`src/rtl/papp_pkg.sv`:
```
`default_nettype none

package papp_pkg;

  // field widths
  localparam int unsigned ANGLE_W  = 16;
  localparam int unsigned MEAS_W   = 24;
  localparam int unsigned ERR_W    = 25;
  localparam int unsigned DERIV_W  = 26;
  localparam int unsigned SUM_W    = 40;
  localparam int unsigned GAIN_W   = 16;
  localparam int unsigned DRIVE_W  = 15;
  localparam int unsigned CFG_IDX_W = 3;

  // register reset values
  localparam logic [ANGLE_W-1:0] STOW_RESET   = 16'd30000;
  localparam logic [ANGLE_W-1:0] MIDDLE_RESET = 16'd26800;
  localparam logic [ANGLE_W-1:0] SCORE_RESET  = 16'd14000;
  localparam logic [ANGLE_W-1:0] TIP_RESET    = 16'd10000;
  localparam logic [ANGLE_W-1:0] UNTIP_RESET  = 16'd6500;
  localparam logic [GAIN_W-1:0]  PROP_RESET   = 16'd512;
  localparam logic [GAIN_W-1:0]  INTEG_RESET  = 16'd0;
  localparam logic [GAIN_W-1:0]  DERIV_RESET  = 16'd0;

  // drive clamp in mV
  localparam logic signed [DRIVE_W-1:0] DRIVE_MAX = 15'sd12000;
  localparam logic signed [DRIVE_W-1:0] DRIVE_MIN = -15'sd12000;

  // error sum limits
  localparam logic signed [SUM_W-1:0] SUM_MAX = {1'b0, {(SUM_W-1){1'b1}}};
  localparam logic signed [SUM_W-1:0] SUM_MIN = {1'b1, {(SUM_W-1){1'b0}}};

  // preset indexes
  localparam logic [1:0] PRESET_STOW   = 2'd0;
  localparam logic [1:0] PRESET_MIDDLE = 2'd1;
  localparam logic [1:0] PRESET_SCORE  = 2'd2;

  // button commands; codes above untip do nothing
  typedef enum logic [2:0] {
    CMD_NONE  = 3'd0,
    CMD_NEXT  = 3'd1,
    CMD_PREV  = 3'd2,
    CMD_TIP   = 3'd3,
    CMD_UNTIP = 3'd4
  } cmd_t;

  // configuration register indexes
  typedef enum logic [CFG_IDX_W-1:0] {
    REG_STOW   = 3'd0,
    REG_MIDDLE = 3'd1,
    REG_SCORE  = 3'd2,
    REG_TIP    = 3'd3,
    REG_UNTIP  = 3'd4,
    REG_PROP   = 3'd5,
    REG_INTEG  = 3'd6,
    REG_DERIV  = 3'd7
  } reg_idx_t;

  // fields that ride along with a beat to the output
  typedef struct packed {
    logic [ANGLE_W-1:0] target;
    logic               brake;
  } tag_t;

  // error terms handed from the command stage to the pid pipeline
  typedef struct packed {
    logic signed [ERR_W-1:0]   err;
    logic signed [SUM_W-1:0]   sum;
    logic signed [DERIV_W-1:0] deriv;
    tag_t                      tag;
  } err_beat_t;

  // gain set for the multipliers
  typedef struct packed {
    logic [GAIN_W-1:0] prop;
    logic [GAIN_W-1:0] integ;
    logic [GAIN_W-1:0] deriv;
  } gains_t;

endpackage

`default_nettype wire

```
`src/rtl/papp_pid_pipe.sv`:
```
`default_nettype none

module papp_pid_pipe (
  input  wire logic                 clk,
  input  wire logic                 rst_n,
  input  wire logic                 in_valid,
  output logic                      in_ready,
  input  wire papp_pkg::err_beat_t  in_beat,
  input  wire papp_pkg::gains_t     gains,
  output logic                      out_valid,
  input  wire logic                 out_stall,
  output logic signed [papp_pkg::DRIVE_W-1:0] out_drive,
  output papp_pkg::tag_t            out_tag
);

  // stage 2: partial products
  logic                s2_valid_r;
  logic signed [41:0]  p_r;
  logic signed [42:0]  d_r;
  logic [35:0]         il_r;
  logic signed [36:0]  ih_r;
  papp_pkg::tag_t      tag2_r;

  // stage 3: pairwise sums
  logic                s3_valid_r;
  logic signed [43:0]  pd_r;
  logic signed [56:0]  ii_r;
  papp_pkg::tag_t      tag3_r;

  // stage 4: full accumulator
  logic                s4_valid_r;
  logic signed [57:0]  acc_r;
  papp_pkg::tag_t      tag4_r;

  // stage 5: output register
  logic                s5_valid_r;
  logic signed [papp_pkg::DRIVE_W-1:0] drive_r;
  papp_pkg::tag_t      tag5_r;

  logic rdy2, rdy3, rdy4, rdy5;

  logic signed [41:0] p_nxt;
  logic signed [42:0] d_nxt;
  logic [35:0]        il_nxt;
  logic signed [36:0] ih_nxt;
  logic signed [43:0] pd_nxt;
  logic signed [56:0] ii_nxt;
  logic signed [57:0] acc_nxt;
  logic signed [57:0] biased;
  logic signed [49:0] quot;
  logic signed [papp_pkg::DRIVE_W-1:0] drive_nxt;

  // each stage loads when empty or when the one after it moves
  assign rdy5     = !s5_valid_r || !out_stall;
  assign rdy4     = !s4_valid_r || rdy5;
  assign rdy3     = !s3_valid_r || rdy4;
  assign rdy2     = !s2_valid_r || rdy3;
  assign in_ready = rdy2;

  // proportional and derivative products; integral term split into two 16 x 20 products
  assign p_nxt  = $signed({1'b0, gains.prop}) * in_beat.err;
  assign d_nxt  = $signed({1'b0, gains.deriv}) * in_beat.deriv;
  assign il_nxt = in_beat.sum[19:0] * gains.integ;
  assign ih_nxt = $signed(in_beat.sum[39:20]) * $signed({1'b0, gains.integ});

  assign pd_nxt = {{2{p_r[41]}}, p_r} + {d_r[42], d_r};
  assign ii_nxt = {ih_r, 20'd0} + {21'd0, il_r};

  assign acc_nxt = {{14{pd_r[43]}}, pd_r} + {ii_r[56], ii_r};

  // divide by 256 rounding toward zero, then clamp
  assign biased = acc_r + (acc_r[57] ? 58'sd255 : 58'sd0);
  assign quot   = biased[57:8];

  always_comb begin
    if (quot > 50'(papp_pkg::DRIVE_MAX)) begin
      drive_nxt = papp_pkg::DRIVE_MAX;
    end else if (quot < 50'(papp_pkg::DRIVE_MIN)) begin
      drive_nxt = papp_pkg::DRIVE_MIN;
    end else begin
      drive_nxt = quot[papp_pkg::DRIVE_W-1:0];
    end
  end

  always_ff @(posedge clk) begin
    if (!rst_n) begin
      s2_valid_r <= 1'b0;
      s3_valid_r <= 1'b0;
      s4_valid_r <= 1'b0;
      s5_valid_r <= 1'b0;
    end else begin
      if (rdy2) s2_valid_r <= in_valid;
      if (rdy3) s3_valid_r <= s2_valid_r;
      if (rdy4) s4_valid_r <= s3_valid_r;
      if (rdy5) s5_valid_r <= s4_valid_r;
    end
  end

  always_ff @(posedge clk) begin
    if (rdy2) begin
      p_r    <= p_nxt;
      d_r    <= d_nxt;
      il_r   <= il_nxt;
      ih_r   <= ih_nxt;
      tag2_r <= in_beat.tag;
    end
    if (rdy3) begin
      pd_r   <= pd_nxt;
      ii_r   <= ii_nxt;
      tag3_r <= tag2_r;
    end
    if (rdy4) begin
      acc_r  <= acc_nxt;
      tag4_r <= tag3_r;
    end
    if (rdy5) begin
      drive_r <= drive_nxt;
      tag5_r  <= tag4_r;
    end
  end

  assign out_valid = s5_valid_r;
  assign out_drive = drive_r;
  assign out_tag   = tag5_r;

endmodule

`default_nettype wire

```
`config.mk`:
```
export PLATFORM = sky130hd
export DESIGN_NAME = papp_pid_pipe
export DESIGN_NICKNAME = d
export VERILOG_FILES = /design/src/rtl/papp_pkg.sv /design/src/rtl/papp_pid_pipe.sv
export SDC_FILE = /design/constraint.sdc
export NUM_CORES = 2
export LEC_CHECK = 0
export ABC_AREA = 1
export BUFFER_PORTS_ARGS = -buffer_cell sky130_fd_sc_hd__buf_2
export CAP_MARGIN = 20
export CORE_ASPECT_RATIO = 1.75
export CORE_UTILIZATION = 65
export DETAILED_ROUTE_END_ITERATION = 6
export HOLD_SLACK_MARGIN = 0.08
export PLACE_DENSITY = 0.81
export SLEW_MARGIN = 20
export SYNTH_ARGS = -nofsm -noshare
export SYNTH_HDL_FRONTEND = slang
export SYNTH_SLANG_ARGS = --single-unit
```
`constraint.sdc`:
```
create_clock -name clk -period 16.1 [get_ports clk]
set_clock_uncertainty 0.15 [all_clocks]
set_input_delay 0 -clock clk [delete_from_list [all_inputs] [get_ports clk]]
set_output_delay 0 -clock clk [all_outputs]
set_load 0.02 [all_outputs]
```
### Word level (Yosys, flattened, before mapping)

Cells that the tools add are included.
Widths: inputs -> output; s select.

| word-level totals | value |
|---|---|
| logic and storage cells | 43 |
| output and inout port bits | 34 |
| register bits after elaboration | 404 |

| operators by class | value |
|---|---|
| multiplexer cells | 2 |
| multiply operators | 4 |
| order comparisons | 2 |
| reduce and logical (&&, ||, !) cells | 10 |
| add/sub/neg operators | 4 |

Operators by type and width:

| cell | count |
|---|---|
| $add 44x57->58 | 1 |
| $add 58x9->58 | 1 |
| $add 57x36->57 | 1 |
| $gt 50x15->1 const B | 1 |
| $lt 50x15->1 const B | 1 |
| $add 42x43->44 | 1 |
| $mul 17x26->43 | 1 |
| $mul 17x25->42 | 1 |
| $mul 20x17->37 | 1 |
| $mul 20x16->36 | 1 |
| $mux 15 | 1 |
| $mux 8 | 1 |
| $logic_not 1->1 | 5 |
| $logic_or 1x1->1 | 4 |
| $reduce_or 2->1 | 1 |

### Longest topological paths before layout

| logic depth | value |
|---|---|
| depth after elaboration | 5 |
| mapped depth | 29 |

### Worst setup path after synthesis

Ideal clock, no wire load.

| timing path | value |
|---|---|
| path kind | register to register |
| start | register s5_valid_r, in the netlist out_valid |
| end | register d_r[0], enable pin |
| arrival time | 6.834 ns |
| cell stages (with the launch flop) | 6 |
| library setup time | 0.550 ns |
| setup slack | 8.565 ns |
| data required time | 15.400 ns |
| path buffers | 0 |
| cells stage by stage | dfxtp_1 -> nand2_1 -> nor2_1 -> inv_1 -> nor2_1 -> nand2_1 |

| between the ends | value |
|---|---|
| longest elaborated chain between the ends | 5 |

Ends and longest elaborated chain:

| element | RTL line | RTL |
|---|---|---|
| start: declaration | papp_pid_pipe.sv:36 | `logic s5_valid_r;` |
| start signal: assignment | papp_pid_pipe.sv:95 | `if (rdy5) s5_valid_r <= s4_valid_r;` |
| $logic_not 1->1 | papp_pid_pipe.sv:54 | `assign rdy5 = !s5_valid_r \|\| !out_stall;` |
| $logic_or 1x1->1 | papp_pid_pipe.sv:54 |  |
| net rdy5 | papp_pid_pipe.sv:40 | `logic rdy2, rdy3, rdy4, rdy5;` |
| $logic_or 1x1->1 | papp_pid_pipe.sv:55 | `assign rdy4 = !s4_valid_r \|\| rdy5;` |
| net rdy4 | papp_pid_pipe.sv:40 |  |
| $logic_or 1x1->1 | papp_pid_pipe.sv:56 | `assign rdy3 = !s3_valid_r \|\| rdy4;` |
| $logic_or 1x1->1 | papp_pid_pipe.sv:57 | `assign rdy2 = !s2_valid_r \|\| rdy3;` |
| net in_ready | papp_pid_pipe.sv:7 | `output logic in_ready,` |
| end signal: assignment | papp_pid_pipe.sv:102 | `d_r <= d_nxt;` |
| end: declaration | papp_pid_pipe.sv:19 | `logic signed [42:0] d_r;` |

The timed path passes the listed nets, and every way through them passes these cells.
A chain may end at the register's enable or synchronous reset.

### Final worst setup path

| timing path | value |
|---|---|
| start | input gains[0] (netlist bit) |
| end | register d_r[42] (data pin) |

| between the ends | value |
|---|---|
| longest elaborated chain between the ends | 1 |

Ends and longest elaborated chain:

| element | RTL line | RTL |
|---|---|---|
| start: declaration | papp_pid_pipe.sv:9 | `input wire papp_pkg::gains_t gains,` |
| $mul 17x26->43 | papp_pid_pipe.sv:62 | `assign d_nxt = $signed({1'b0, gains.deriv}) * in_beat.deriv;` |
| net d_nxt[42] | papp_pid_pipe.sv:43 | `logic signed [42:0] d_nxt;` |

The timed path passes the listed nets, and every way through them passes these cells.

==> flow_summary.ini <==
[die]
dieHeight_um = 453
die_w_um = 260
io_pins = 194
fp.coreArea_sq_mm = 0.115
initial_core_util_pct = 65.5
num_rows = 165
die_area_sq_mm = 0.118

[detailed_routing]
drt-total-wl_um = 210000
drtPass1Iterations = 7
drc = 0
routedWlPerCell_um = 19.7
met2_length_um = 110000
ant_nets = 0
drtIter0Drc = 4047
met1_length_um = 66800
vias = 60000
maxUsedRoutingLayer = met5
wl_met3_um = 12600
viasPerCell = 5.60

[worst_setup_path]
startpoint_type = input pin
crit_start = gains[0]
slowest_delay_ns = 0.56
slowest_stage = fa_1
cp_max_fo = 26
worstPathRequired_ns = 16.26
rr_startpoint = out_valid$_SDFFE_PN0P_
crit_type = in2reg
path_common_cell = inv_1
end_kind = flop
arrival_ns = 6.25

[yosys]
synthesis.area_sq_mm = 0.0756
post-synth-top-area-cell = fa_1
netlist_top_cells_area = fa_1, edfxtp_1, inv_1
synth_top_area_share_pct = 36.3
synth-seq-cells = 404
synth_cell_types = 51
synth_cells = 9217
seq_area_frac_synth_pct = 16.0
synth_warnings = 0
synth_fp_nets = 11300
syn_avg_cell_area_sq_um = 8.20

[worst_hold_path]
holdCritPathClass = in2reg
min_from = gains[34]

[cells_and_area]
seqCellArea_sq_mm = 0.0121
layout-drive-gt1-share_pct = 3.41
final_common_cell = inv_1
synthToLayoutAreaGrowth_pct = 4.54
finish.utilization_pct = 68.5
fill_cells = 9336
fin_nets = 11200
final_cell_mix = inv_1, nand2_1, fa_1
multi_input_area_sq_mm = 0.0524

[grt]
grt_max_degree = 78
grt_pass1_vias = 65900
track_usage_pct = 37.1
overflow = 0
grt_pass1_wl_um = 334000
antenna_found_initial = 8

[clock_network]
clockBufferDepth = 3
clock-sinks = 404
cts-htree-levels = 2
cts_tree = yes
cts_resized = 0
numCtsBuffers = 40
clock_latency_ns = 0.59
clk_pin_slew_ns = 0.07
root_buffer = clkbuf_16

[place]
hpwlAfterDp_um = 173000
gp_congestion = 1.04
port_buffers = 193

[sta]
relSlewSlack_pct = 23.3
period_needed_ns = 6.09
hold_viol = 0
timing.final.crit_share_pct = 37.8
tightest_slew_ns = 1.15
setup_violations = 0
slew_violations = 0
fin_setup_tns_ns = 0
rsz0062_at_grt = false
clock.fmax_mhz = 164

[run_status]
outcome = finished, final reports clean

[job]
maxCapViolCount = 0
-- cells by family (layout without fill, tap and decap cells) --
kind of cell	count (synthesis)	after routing	synth area share, %
buf+inv	2962	2946	14.7
flops	404	404	16.0
fa+ha+maj	1902	1902	45.1
other cells	0	7	0
simple gates	2942	2942	15.4
compound gates	714	714	5.34
xor+xnor	293	293	3.40
-- worst max-delay path, delay by kind of cell --
kind	cells	cell delay, ns
adder cells (fa/ha/maj)	6	2.44
buffers and inverters	7	1.50
AO/OA/AOI/OAI	5	1.38
AND/OR/NAND/NOR	7	0.92
-- stage by stage --
step	instance area (sq um)	instances	worst slack, ns	hold slack (ns)
floorplan	75600	9217	8.57	-0.0511
global placement	77200	10600	9.60	0.0290
detailed placement	77200	10600	9.51	0.0289
CTS	79000	10700	10.12	0.0853
global route	79000	10700	9.68	0.158
finish	79000	10700	10.01	0.143
-- repair_timing --
item                      4_1_cts  5_1_grt
hold buffers                   54        0
buffers inserted                0        0
hold endpoints to repair       64        0
-- metal layers --
metal	global-route usage [%]	vias to the layer above
li1	-	26900
met1	37.3	29400
met2	67.8	2695
met3	4.55	1026
met4	30.7	4
met5	0	-
-- path summary, 6_finish.rpt --
path | to | slack, ns | cells after the start
hold / removal | p_r[2]$_DFFE_PP_ | 0.14 | 4
hold reg to reg | tag4_r[6]$_DFFE_PP_ | 0.27 | 0
setup / recovery | d_r[42]$_DFFE_PP_ | 10.01 | 25
setup reg to reg | p_r[17]$_DFFE_PP_ | 11.32 | 9
-- synthesized netlist by cell type (all sizes together) --
cell and instances:
o21bai 14, nor3 49, a31oi 49, nand3 157, dfxtp 4, nor2 424
nand4 45, buf 2, o221a 2, o31a 2, ha 532, o22ai 1
a21o 39, xor2 177, or3b 1, and3 2, xnor2 116, nand2 2230
o211ai 14, a211oi 4, a21boi 14, a2111oi 1, fa 1370, a21oi 346
inv 2616, clkbuf 344, nand3b 9, a221oi 2, and2 2, o2111ai 5
o211a 1, o31ai 5, or2 6, o21ai 173, o21a 32, a221o 1
nor4 17, edfxtp 400, o221ai 9
-- registers in the layout, summed over array words and instances (netlist names), 15 cells and up --
name / cells
acc_r: 58
d_r: 43
ih_r: 37
ii_r: 57
il_r: 36
out_drive: 15
out_tag: 17
p_r: 42
pd_r: 44
tag2_r: 17
tag3_r: 17
tag4_r: 17
-- cell type report --
class	instances	share of cell area (%)
multi-input combinational	5851	66.3
sequential	404	15.3
inverter	2616	12.4
tap	1503	2.38
timing repair buffer	257	2.00
clock buffer	44	1.29
clock inverter	29	0.291
antenna	7	0.0222
Power is left out: the tool's default activity adds up to more than one toggle a clock period on the data nets, which glitch-free logic cannot reach.
